===== src/rtl/b64_pkg.sv =====
// Shared types, character constants and alphabet functions for the Base64 codec.
// Used by b64_core, b64_out_buf and base64_stream_codec; depends on nothing.
package b64_pkg;

  localparam int unsigned MaxResults = 4;
  localparam int unsigned CntW       = 3;

  localparam logic MODE_ENCODE = 1'b0;
  localparam logic MODE_DECODE = 1'b1;

  localparam logic [7:0] CHAR_PAD   = 8'h3D;
  localparam logic [7:0] CHAR_PLUS  = 8'h2B;
  localparam logic [7:0] CHAR_SLASH = 8'h2F;
  localparam logic [7:0] CHAR_UP_A  = 8'h41;
  localparam logic [7:0] CHAR_UP_Z  = 8'h5A;
  localparam logic [7:0] CHAR_LO_A  = 8'h61;
  localparam logic [7:0] CHAR_LO_Z  = 8'h7A;
  localparam logic [7:0] CHAR_DIG_0 = 8'h30;
  localparam logic [7:0] CHAR_DIG_9 = 8'h39;

  typedef struct packed {
    logic [CntW-1:0]             count;
    logic [MaxResults-1:0][7:0]  chars;
  } b64_res_t;

  function automatic logic [7:0] enc_char(input logic [5:0] v);
    logic [7:0] r;
    r = 8'h00;
    priority if (v < 6'd26) begin
      r = 8'(CHAR_UP_A + {2'b00, v});
    end else if (v < 6'd52) begin
      r = 8'(CHAR_LO_A + {2'b00, v} - 8'd26);
    end else if (v < 6'd62) begin
      r = 8'(CHAR_DIG_0 + {2'b00, v} - 8'd52);
    end else if (v == 6'd62) begin
      r = CHAR_PLUS;
    end else begin
      r = CHAR_SLASH;
    end
    return r;
  endfunction

  function automatic logic [5:0] dec_sextet(input logic [7:0] c);
    logic [5:0] r;
    r = 6'd0;
    priority if (c >= CHAR_UP_A && c <= CHAR_UP_Z) begin
      r = 6'(c - CHAR_UP_A);
    end else if (c >= CHAR_LO_A && c <= CHAR_LO_Z) begin
      r = 6'(c - CHAR_LO_A + 8'd26);
    end else if (c >= CHAR_DIG_0 && c <= CHAR_DIG_9) begin
      r = 6'(c - CHAR_DIG_0 + 8'd52);
    end else if (c == CHAR_PLUS) begin
      r = 6'd62;
    end else if (c == CHAR_SLASH) begin
      r = 6'd63;
    end else begin
      r = 6'd0;
    end
    return r;
  endfunction

endpackage


===== src/rtl/base64_stream_codec.sv =====
// Top level of the streaming Base64 codec: mode register, group logic and result
// register. Depends on b64_pkg, b64_core and b64_out_buf.
//
// Usage:
// The cfg_ channel writes the one-bit mode: 0 encodes bytes to characters, 1 decodes
// characters to bytes. cfg_ready is always high; write only while the block is idle.
// Each request on the in_ channel carries one byte and an end-of-stream flag.
// It yields zero to four result bytes on the out_ channel, one per cycle while the
// receiver is ready, and out_end_of_run marks the last byte of each request.
// The first result byte appears in the cycle after acceptance. A request that
// yields more than one byte holds in_ready low until its last byte is taken, so
// the block takes one request per cycle while the receiver is ready when each
// yields at most one byte; otherwise the single output port limits the rate.
// Requests that yield nothing never stall the input.
// Reset selects encode mode, clears the group position and leftover bits and
// empties the result register. When the receiver stalls, the current byte holds
// and in_ready stays low until the last byte of the pending request is taken.
module base64_stream_codec (
  input  logic       clk,
  input  logic       rst_n,
  input  logic       cfg_valid,
  output logic       cfg_ready,
  input  logic       cfg_mode,
  input  logic       in_valid,
  output logic       in_ready,
  input  logic [7:0] in_data_byte,
  input  logic       in_end_of_stream,
  output logic       out_valid,
  input  logic       out_ready,
  output logic [7:0] out_byte,
  output logic       out_end_of_run
);
  import b64_pkg::*;

  logic     mode_r;
  logic     in_fire;
  b64_res_t res;

  assign cfg_ready = 1'b1;
  assign in_fire   = in_valid && in_ready;

  always_ff @(posedge clk) begin
    if (!rst_n) begin
      mode_r <= MODE_ENCODE;
    end else if (cfg_valid && cfg_ready) begin
      mode_r <= cfg_mode;
    end
  end

  b64_core u_core (
    .clk           (clk),
    .rst_n         (rst_n),
    .mode          (mode_r),
    .load          (in_fire),
    .data_byte     (in_data_byte),
    .end_of_stream (in_end_of_stream),
    .res           (res)
  );

  b64_out_buf u_out_buf (
    .clk            (clk),
    .rst_n          (rst_n),
    .load           (in_fire),
    .res            (res),
    .out_ready      (out_ready),
    .can_load       (in_ready),
    .out_valid      (out_valid),
    .out_byte       (out_byte),
    .out_end_of_run (out_end_of_run)
  );

`ifndef SYNTHESIS
  a_more_follow: assert property (@(posedge clk) disable iff (!rst_n)
    out_valid && out_ready && !out_end_of_run |=> out_valid)
    else $error("result bytes of a request were lost");

  a_accept_on_last: assert property (@(posedge clk) disable iff (!rst_n)
    in_ready && out_valid |-> out_end_of_run && out_ready)
    else $error("new request accepted while earlier results remain");

  a_stall_blocks: assert property (@(posedge clk) disable iff (!rst_n)
    out_valid && !out_ready |=> $stable(out_byte))
    else $error("stalled result byte changed");
`endif

endmodule


===== src/rtl/b64_core.sv =====
// Group position and leftover bits, and the logic that turns one request into
// up to four result bytes. Depends on b64_pkg.
module b64_core (
  input  logic              clk,
  input  logic              rst_n,
  input  logic              mode,
  input  logic              load,
  input  logic [7:0]        data_byte,
  input  logic              end_of_stream,
  output b64_pkg::b64_res_t res
);
  import b64_pkg::*;

  logic [1:0] pos_r, pos_nxt;
  logic [5:0] carry_r, carry_nxt;
  logic [5:0] v;

  always_comb begin
    res       = '0;
    pos_nxt   = pos_r;
    carry_nxt = carry_r;
    v         = dec_sextet(data_byte);
    if (mode == MODE_ENCODE) begin
      unique case (pos_r)
        2'd0: begin
          res.chars[0] = enc_char(data_byte[7:2]);
          res.count    = 3'd1;
          pos_nxt      = 2'd1;
          carry_nxt    = {4'b0000, data_byte[1:0]};
        end
        2'd1: begin
          res.chars[0] = enc_char({carry_r[1:0], data_byte[7:4]});
          res.count    = 3'd1;
          pos_nxt      = 2'd2;
          carry_nxt    = {2'b00, data_byte[3:0]};
        end
        default: begin
          res.chars[0] = enc_char({carry_r[3:0], data_byte[7:6]});
          res.chars[1] = enc_char(data_byte[5:0]);
          res.count    = 3'd2;
          pos_nxt      = 2'd0;
          carry_nxt    = 6'd0;
        end
      endcase
      if (end_of_stream) begin
        if (pos_nxt == 2'd1) begin
          res.chars[1] = enc_char({carry_nxt[1:0], 4'b0000});
          res.chars[2] = CHAR_PAD;
          res.chars[3] = CHAR_PAD;
          res.count    = 3'd4;
        end else if (pos_nxt == 2'd2) begin
          res.chars[1] = enc_char({carry_nxt[3:0], 2'b00});
          res.chars[2] = CHAR_PAD;
          res.count    = 3'd3;
        end
      end
    end else if (data_byte != CHAR_PAD) begin
      unique case (pos_r)
        2'd0: begin
          pos_nxt   = 2'd1;
          carry_nxt = v;
        end
        2'd1: begin
          res.chars[0] = {carry_r, v[5:4]};
          res.count    = 3'd1;
          pos_nxt      = 2'd2;
          carry_nxt    = {2'b00, v[3:0]};
        end
        2'd2: begin
          res.chars[0] = {carry_r[3:0], v[5:2]};
          res.count    = 3'd1;
          pos_nxt      = 2'd3;
          carry_nxt    = {4'b0000, v[1:0]};
        end
        default: begin
          res.chars[0] = {carry_r[1:0], v};
          res.count    = 3'd1;
          pos_nxt      = 2'd0;
          carry_nxt    = 6'd0;
        end
      endcase
    end
    if (end_of_stream) begin
      pos_nxt   = 2'd0;
      carry_nxt = 6'd0;
    end
  end

  always_ff @(posedge clk) begin
    if (!rst_n) begin
      pos_r   <= 2'd0;
      carry_r <= 6'd0;
    end else if (load) begin
      pos_r   <= pos_nxt;
      carry_r <= carry_nxt;
    end
  end

endmodule


===== src/rtl/b64_out_buf.sv =====
// Result register that holds the bytes of one request and hands them out one per
// cycle while the receiver is ready, marking the last one. Depends on b64_pkg.
module b64_out_buf (
  input  logic              clk,
  input  logic              rst_n,
  input  logic              load,
  input  b64_pkg::b64_res_t res,
  input  logic              out_ready,
  output logic              can_load,
  output logic              out_valid,
  output logic [7:0]        out_byte,
  output logic              out_end_of_run
);
  import b64_pkg::*;

  logic [CntW-1:0]            cnt_r, cnt_nxt;
  logic [MaxResults-1:0][7:0] data_r, data_nxt;
  logic                       pop;

  assign out_valid      = (cnt_r != '0);
  assign out_byte       = data_r[0];
  assign out_end_of_run = (cnt_r == CntW'(1));
  assign pop            = out_valid && out_ready;
  assign can_load       = (cnt_r == '0) || (out_end_of_run && out_ready);

  always_comb begin
    cnt_nxt  = cnt_r;
    data_nxt = data_r;
    if (load) begin
      cnt_nxt  = res.count;
      data_nxt = res.chars;
    end else if (pop) begin
      cnt_nxt  = cnt_r - CntW'(1);
      data_nxt = {8'h00, data_r[MaxResults-1:1]};
    end
  end

  always_ff @(posedge clk) begin
    if (!rst_n) begin
      cnt_r <= '0;
    end else begin
      cnt_r <= cnt_nxt;
    end
  end

  always_ff @(posedge clk) begin
    data_r <= data_nxt;
  end

endmodule

===== config.mk =====
export PLATFORM = sky130hd
export DESIGN_NAME = base64_stream_codec
export DESIGN_NICKNAME = d
export VERILOG_FILES = /design/src/rtl/b64_pkg.sv /design/src/rtl/base64_stream_codec.sv /design/src/rtl/b64_core.sv /design/src/rtl/b64_out_buf.sv
export SDC_FILE = /design/constraint.sdc
export NUM_CORES = 1
export LEC_CHECK = 0
export ABC_AREA = 1
export BUFFER_PORTS_ARGS = -buffer_cell sky130_fd_sc_hd__buf_2
export CAP_MARGIN = 20
export CORE_ASPECT_RATIO = 1.75
export CORE_MARGIN = 2
export CORE_UTILIZATION = 57
export CTS_CLUSTER_DIAMETER = 200
export DETAILED_ROUTE_END_ITERATION = 8
export GPL_ROUTABILITY_DRIVEN = 0
export GPL_TIMING_DRIVEN = 0
export MAX_ROUTING_LAYER = met4
export PLACE_DENSITY_LB_ADDON = 0.2
export SLEW_MARGIN = 20
export SYNTH_ARGS = -nofsm -noshare
export SYNTH_HDL_FRONTEND = slang
export SYNTH_SLANG_ARGS = --single-unit

===== constraint.sdc =====
create_clock -name clk -period 2.55 [get_ports clk]
set_input_delay 0.255 -clock clk [delete_from_list [all_inputs] [get_ports clk]]
set_output_delay 0.255 -clock clk [all_outputs]
set_load 0.02 [all_outputs]

==> flow_metrics.py, run 1 <==
metrics = {
    "sta": {
        "setup_tns_ns": 0,
        "whs_ns": 0.241,
        "worst_slew_margin_rel_pct": 66.0,
        "timing.final.setup_violations": 0,
        "achievable-frequency_mhz": 410,
        "clock_skew_ns": 0.00423,
        "worst_slew_pin_slew_ns": 0.510,
        "min_period_over_period_pct": 95.6,
        "postLayoutSetupSlackWorst_ns": 0.112,
        "layout_min_cycle_time_ns": 2.44,
        "timing_max_transition_violations_final": 0,
        "report.final.hold_viol_count": 0,
    },
    "finish": {
        "final-seq-area_um2": 786,
        "layout-drive-gt1-share_pct": 15.1,
        "final-instance-count-excl-fill": 863,
        "design.final.nets": 829,
        "n_antenna_cell": 0,
        "area_growth_syn_to_layout_pct": 10.7,
        "multi_input_comb_area_um2": 3240,
        "fillers": 757,
    },
    "critical_path": {
        "worst_setup_path_end_kind": "flop",
        "worstPathMaxFanout": 9,
        "kind_of_launch_point_of_the_worst_setup_path": "flop",
        "arrival_ns": 2.49,
        "cp_data_required_time_ns": 2.60,
        "path_class": "flop to flop",
    },
    "drt": {
        "route.detailed.drc": 0,
        "vias_per_cell": 6.25,
        "via_count": 5396,
        "number_of_detailed_route_iterations_in_the_first_pass": 7,
        "drt.antenna.violating_nets": 0,
        "wl_per_cell_um": 17.7,
        "finalWirelength_um": 15300,
        "drt_iter0_drc": 729,
    },
    "floorplan": {
        "core_area_um2": 7860,
        "rows": 43,
        "initial_utilization_pct": 58.0,
        "die_area_um2": 8750,
        "pin_count": 27,
        "chipHeight_um": 122,
        "die-width_um": 71.6,
    },
    "clock_tree": {
        "clock_path_buffers": 2,
        "reg_clk_slew_reported_paths_ns": 0.05,
        "insertion_delay_ns": 0.28,
        "clock-root-buffer": "sky130_fd_sc_hd__clkbuf_16",
        "cts_buffers": 5,
        "clock_sink_count": 30,
        "htree_num_levels": 2,
        "cts_tree": "done",
    },
    "global_route": {
        "grt_start_max_net_pins": 17,
        "antenna_found_initial": 0,
        "grtUsageTotal_pct": 35.6,
        "globalRoute.totalOverflow": 0,
        "grt_first_pass_wirelength_um": 24000,
        "number_of_global_route_vias_before_repair": 5064,
    },
    "synth": {
        "ys_seq_area_share_pct": 17.1,
        "syn_area_um2": 4550,
        "yosys_warnings": 0,
        "count_of_flip_flops_with_a_built_in_enable_after_synthesis": 18,
        "synthDistinctLibCells": 49,
        "syn_nets": 794,
        "synthFlopType": "sky130_fd_sc_hd__edfxtp_1",
        "async_flop_share_pct": 0,
        "syn_inst": 737,
        "synth_seq_cells": 30,
        "postSynthAreaPerCell_um2": 6.18,
    },
    "power_and_ir_drop": {
        "power.density_nw_per_um2": 735,
        "p_leak_nw": 2.31,
        "max-vdd-ir-drop_uv": 816,
        "total_power_w": 0.00370,
    },
    "placed_design": {
        "detailedPlacementHpwl_um": 11600,
        "numPlacedInstances": 853,
        "pre_cts_ws_ns": -0.265,
        "port-buffer-count": 25,
    },
    "status": {
        "run_status": "completed",
    },
    "worst_hold_path": {
        "worst_hold_path_type": "input port to flop",
    },
    "job": {
        "cap_violations": 0,
    },
}
[placed cells by master, fill, tap and decap left out, drive strengths merged, types with 4 or more instances in the layout]
master and count:
nor2 56, clkbuf 10, o311ai 4, xor2 10, nand2 211, dfxtp 12
inv 89, o221ai 5, o211ai 22, nand4 7, xnor2 5, a31oi 6
ha 42, o21ai 54, clkinv 6, o31ai 6, buf 58, a21oi 53
nand3 80, edfxtp 18
[report_power, final]
part           switching [W]  leakage (nW)  total [W]  internal, W
registers          0.0000823         0.278   0.000895     0.000813
clock network       0.000215        0.0672   0.000571     0.000355
logic                0.00148          1.97    0.00224     0.000759
[area by class of cell]
cell class              instances  share of cell area [%]
clock inverters                 3                   0.323
clock buffers                   5                    2.48
multi-input cells             578                    64.3
flip-flops and latches         30                    15.6
plain buffers                  35                    4.84
inverters                      94                    7.15
repair buffers                 28                    3.08
well taps                      90                    2.23
[cell usage after synthesis, types with 3 or more instances]
cell type / count / area, um^2
sky130_fd_sc_hd__clkinv_1: 3 / 11.3
sky130_fd_sc_hd__nor2_1: 49 / 184
sky130_fd_sc_hd__xor2_1: 10 / 87.6
sky130_fd_sc_hd__xnor2_1: 5 / 43.8
sky130_fd_sc_hd__buf_2: 8 / 40.0
sky130_fd_sc_hd__edfxtp_1: 18 / 541
sky130_fd_sc_hd__inv_1: 76 / 285
sky130_fd_sc_hd__ha_1: 42 / 526
sky130_fd_sc_hd__inv_2: 14 / 52.6
sky130_fd_sc_hd__a31oi_1: 6 / 37.5
sky130_fd_sc_hd__a21oi_1: 53 / 265
sky130_fd_sc_hd__nand2_2: 5 / 31.3
sky130_fd_sc_hd__o21ai_1: 11 / 55.1
sky130_fd_sc_hd__nor2_4: 4 / 45.0
sky130_fd_sc_hd__nor2_2: 3 / 18.8
sky130_fd_sc_hd__buf_4: 18 / 135
sky130_fd_sc_hd__o31ai_1: 5 / 37.5
sky130_fd_sc_hd__dfxtp_1: 12 / 240
sky130_fd_sc_hd__nand3_1: 79 / 395
sky130_fd_sc_hd__buf_6: 3 / 33.8
sky130_fd_sc_hd__o311ai_0: 3 / 26.3
sky130_fd_sc_hd__o211ai_1: 22 / 165
sky130_fd_sc_hd__nand4_1: 7 / 43.8
sky130_fd_sc_hd__o21ai_0: 42 / 210
sky130_fd_sc_hd__clkbuf_1: 4 / 15.0
sky130_fd_sc_hd__o221ai_1: 5 / 43.8
sky130_fd_sc_hd__nand2_1: 204 / 766
[registers in the layout, indices dropped and copies added (netlist names)]
signal              count
mode_r                  1
u_core.carry_r          6
u_out_buf.cnt_r         3
u_out_buf.out_byte      8
u_core.pos_r            2
u_out_buf.data_r       10
[critical path, cell delays in order, from the launching register on]
cell and delay (ns):
sky130_fd_sc_hd__dfxtp_4 0.35, sky130_fd_sc_hd__inv_2 0.08, sky130_fd_sc_hd__ha_1 0.17, sky130_fd_sc_hd__buf_6 0.16, sky130_fd_sc_hd__nor2_4 0.06, sky130_fd_sc_hd__buf_8 0.13, sky130_fd_sc_hd__nor2_4 0.10, sky130_fd_sc_hd__ha_1 0.18
sky130_fd_sc_hd__inv_1 0.08, sky130_fd_sc_hd__o21ai_4 0.19, sky130_fd_sc_hd__inv_1 0.11, sky130_fd_sc_hd__nor2_1 0.16, sky130_fd_sc_hd__nand3_1 0.10, sky130_fd_sc_hd__a21oi_1 0.35
[worst paths after layout]
| kind | from | cells after the start | slack [ns] | to |
|---|---|---|---|---|
| worst min register to register | u_core.carry_r[4] | 2 | 0.48 | u_core.carry_r[4] |
| worst max-delay path | u_core.pos_r[0] | 13 | 0.11 | u_out_buf.data_r[15] |
| worst min-delay path | cfg_mode | 3 | 0.24 | mode_r |
| worst max register to register | u_core.pos_r[0] | 13 | 0.11 | u_out_buf.data_r[15] |
[through the flow]
stage	area [um^2]	utilization, %
floorplan	4550	-
global placement	4790	61.0
detailed placement	4810	61.2
CTS	4970	63.3
global route	5040	64.2
finish	5040	64.2
[metal layers]
| metal | global-route usage, % | wire, um |
|---|---|---|
| met1 | 38.7 | 5490 |
| met2 | 59.1 | 7490 |
| met3 | 3.94 | 1100 |
| met4 | 26.1 | 1180 |
| met5 | - | 0 |
[what timing repair did]
action | CTS | global route
resized for setup | 9 | 18
buffers inserted | 0 | 2
endpoints found under the setup margin | 8 | 11
hold endpoints to repair | 0 | 0
pin swaps | 0 | 2
hold buffers | 0 | 0
[kinds of logic (layout without fill, tap and decap cells)]
group | Yosys count | after routing | synth area share, %
compound gates | 161 | 161 | 21.4
xor+xnor | 15 | 15 | 2.88
fa+ha+maj | 42 | 42 | 11.5
buf+inv | 129 | 165 | 12.9
flops | 30 | 30 | 17.1
other cells | 1 | 1 | 0.0823
simple gates | 359 | 359 | 34.1
(Power assumes the default switching activity.)
==> run 2, diff against run 1 <==
--- a/config.mk
+++ b/config.mk
@@ -10,7 +10,7 @@
 export CAP_MARGIN = 20
 export CORE_ASPECT_RATIO = 1.75
 export CORE_MARGIN = 2
-export CORE_UTILIZATION = 57
+export CORE_UTILIZATION = 60
 export CTS_CLUSTER_DIAMETER = 200
 export DETAILED_ROUTE_END_ITERATION = 8
 export GPL_ROUTABILITY_DRIVEN = 0
==> constraint.sdc (replaced) <==
create_clock -name clk -period 2.9 [get_ports clk]
set_input_delay 0.29 -clock clk [delete_from_list [all_inputs] [get_ports clk]]
set_output_delay 0.29 -clock clk [all_outputs]
set_load 0.02 [all_outputs]
==> run 2 against run 1 <==
Against the previous run: via count fell by 0.67%; register-to-register slack improved by 0.11 ns; first-iteration DRC count fell by 2.9%; cell count fell by 0.46%; clock skew rose by 0.0011 ns; die area fell by 4.8%; flip-flop and latch count did not move; non-clock buffer count fell by 2; power fell by 14%; highest routed layer unchanged.
==> flow_metrics.py, run 2 (synthesis results as in run 1) <==
metrics = {
    "status": {
        "run_status": "completed",
    },
    "power_and_ir_drop": {
        "p_leak_nw": 2.30,
        "max-vdd-ir-drop_uv": 791,
        "power.density_nw_per_um2": 640,
    },
    "sta": {
        "worst_slew_margin_rel_pct": 66.7,
        "min_period_over_period_pct": 92.5,
        "unrepaired_setup_endpoints_after_global_routing": "no",
        "layout_min_cycle_time_ns": 2.68,
        "worst_slew_pin_slew_ns": 0.498,
        "timing.final.setup_violations": 0,
        "achievable-frequency_mhz": 373,
        "timing_max_transition_violations_final": 0,
        "setup_tns_ns": 0,
        "clock_skew_ns": 0.00529,
        "report.final.hold_viol_count": 0,
        "whs_ns": 0.257,
    },
    "finish": {
        "layout-drive-gt1-share_pct": 13.2,
        "n_antenna_cell": 0,
        "regMostFlops": "u_out_buf.data_r",
        "final-instance-count-excl-fill": 859,
        "layout_commonest_cell": "sky130_fd_sc_hd__nand2_1",
        "layout_common_cells": "204 x sky130_fd_sc_hd__nand2_1, 79 x sky130_fd_sc_hd__nand3_1, 76 x sky130_fd_sc_hd__inv_1",
        "largest_register_ff_count": 10,
        "design.final.nets": 827,
        "area_growth_syn_to_layout_pct": 9.07,
    },
    "clock_tree": {
        "htree_num_levels": 2,
        "clock_path_buffers": 2,
        "insertion_delay_ns": 0.27,
        "cts_tree": "done",
        "cts_resized": 0,
        "cts.hold.buffers_added": 0,
        "post_cts.repair.setup_buffers": 0,
        "clock-root-buffer": "sky130_fd_sc_hd__clkbuf_16",
        "clock_sink_count": 30,
        "reg_clk_slew_reported_paths_ns": 0.05,
        "cts_buffers": 5,
    },
    "global_route": {
        "grtUsageTotal_pct": 36.6,
        "number_of_global_route_vias_before_repair": 5026,
        "grt_start_max_net_pins": 17,
        "grt_first_pass_wirelength_um": 24100,
        "antenna_found_initial": 0,
        "globalRoute.totalOverflow": 0,
        "groute.layer.met1.usage_pct": 41.2,
        "grt_most_used_layer": "met2",
        "gr-usage-met3_pct": 3.30,
        "gr_util_met2_pct": 60.5,
    },
    "placed_design": {
        "port-buffer-count": 25,
        "detailedPlacementHpwl_um": 11400,
        "numPlacedInstances": 851,
    },
    "drt": {
        "number_of_detailed_route_iterations_in_the_first_pass": 6,
        "wl_per_cell_um": 17.2,
        "vias_per_cell": 6.24,
        "finalWirelength_um": 14800,
        "via_count": 5360,
        "route.detailed.drc": 0,
        "drt.antenna.violating_nets": 0,
        "drt_iter0_drc": 708,
    },
    "floorplan": {
        "initial_utilization_pct": 61.0,
        "die-width_um": 69.9,
        "chipHeight_um": 119,
        "die_area_um2": 8330,
        "rows": 42,
        "core_area_um2": 7460,
        "pin_count": 27,
    },
    "critical_path": {
        "ff2ff_setup_slack_ns": 0.22,
        "crit_chain": "inv_1 > ha_1 > buf_4 > nor2_4 > buf_6 > nor2_2 > inv_1 > ha_1 > nor2_4 > inv_1 > nand3_1 > xor2_1 > o21ai_0 > nand2_1 > nand2_1",
        "cp_data_required_time_ns": 2.90,
        "cpPeakStageDelay_ns": 0.42,
        "path_class": "flop to flop",
        "timing.critical_path.slowest_stage_cell": "sky130_fd_sc_hd__dfxtp_1",
        "crit_path_frequent_cell": "sky130_fd_sc_hd__inv_1",
        "arrival_ns": 2.68,
        "kind_of_launch_point_of_the_worst_setup_path": "flop",
        "worstPathMaxFanout": 10,
        "worst_setup_path_end_kind": "flop",
    },
    "worst_hold_path": {
        "worst_hold_path_type": "input port to flop",
    },
    "job": {
        "cap_violations": 0,
    },
}
[run 2: changes by cell type in the layout (fill, tap and decap cells not counted), sizes merged]
cell	delta
buf	-2
inv	+1
clkinvlp	-1
[run 2: path summary, 6_finish.rpt]
kind,start,endpoint,depth (start not counted)
max,u_core.pos_r[0],u_out_buf.data_r[12],15
min,cfg_mode,mode_r,3
max reg2reg,u_core.pos_r[0],u_out_buf.data_r[12],15
min reg2reg,u_core.carry_r[4],u_core.carry_r[4],2
[run 2: area by class of cell]
class | count | area [um^2]
Multi-Input combinational cell | 578 | 3210
Fill cell | 704 | 2490
Sequential cell | 30 | 781
Inverter | 94 | 354
Buffer | 35 | 233
Timing Repair Buffer | 26 | 140
Clock buffer | 5 | 125
Tap cell | 88 | 110
Clock inverter | 3 | 16.3
[run 2: routing by layer]
layer  share of wire [%]  wire length, um
met1                  35             5180
met2                  49             7250
met3                 7.4             1100
met4                 8.4             1230
met5                   0                0
[run 2: report_power, final]
group	switching, W	leakage (nW)	internal (W)	total (W)
registers	0.0000766	0.277	0.000713	0.000789
clock network	0.000180	0.0672	0.000312	0.000493
logic	0.00127	1.96	0.000634	0.00190
total	0.00152	2.30	0.00166	0.00318
[run 2: through the flow]
| step | total power, W | utilization, % | setup slack [ns] | instance area (um^2) |
|---|---|---|---|---|
| final | 0.00318 | 66.6 | 0.218 | 4970 |
| after global routing | 0.00338 | 66.6 | 0.0115 | 4970 |
| after CTS | 0.00314 | 66.3 | 0.00178 | 4950 |
| after detailed placement | 0.00264 | 64.4 | 0.0160 | 4810 |
| after global placement | 0.00256 | 64.2 | 0.158 | 4790 |
| after floorplan | 0.00208 | - | 0.530 | 4550 |
[run 2: critical path, delay by kind of cell (launching register included)]
| kind | cells | cell delay [ns] |
|---|---|---|
| DFF | 1 | 0.42 |
| adders and majority gates | 2 | 0.42 |
| buffers and inverters | 5 | 0.72 |
| and+or+nand+nor | 6 | 0.55 |
| xor gates and xnor gates | 1 | 0.18 |
| AOI/OAI and AO/OA | 1 | 0.11 |
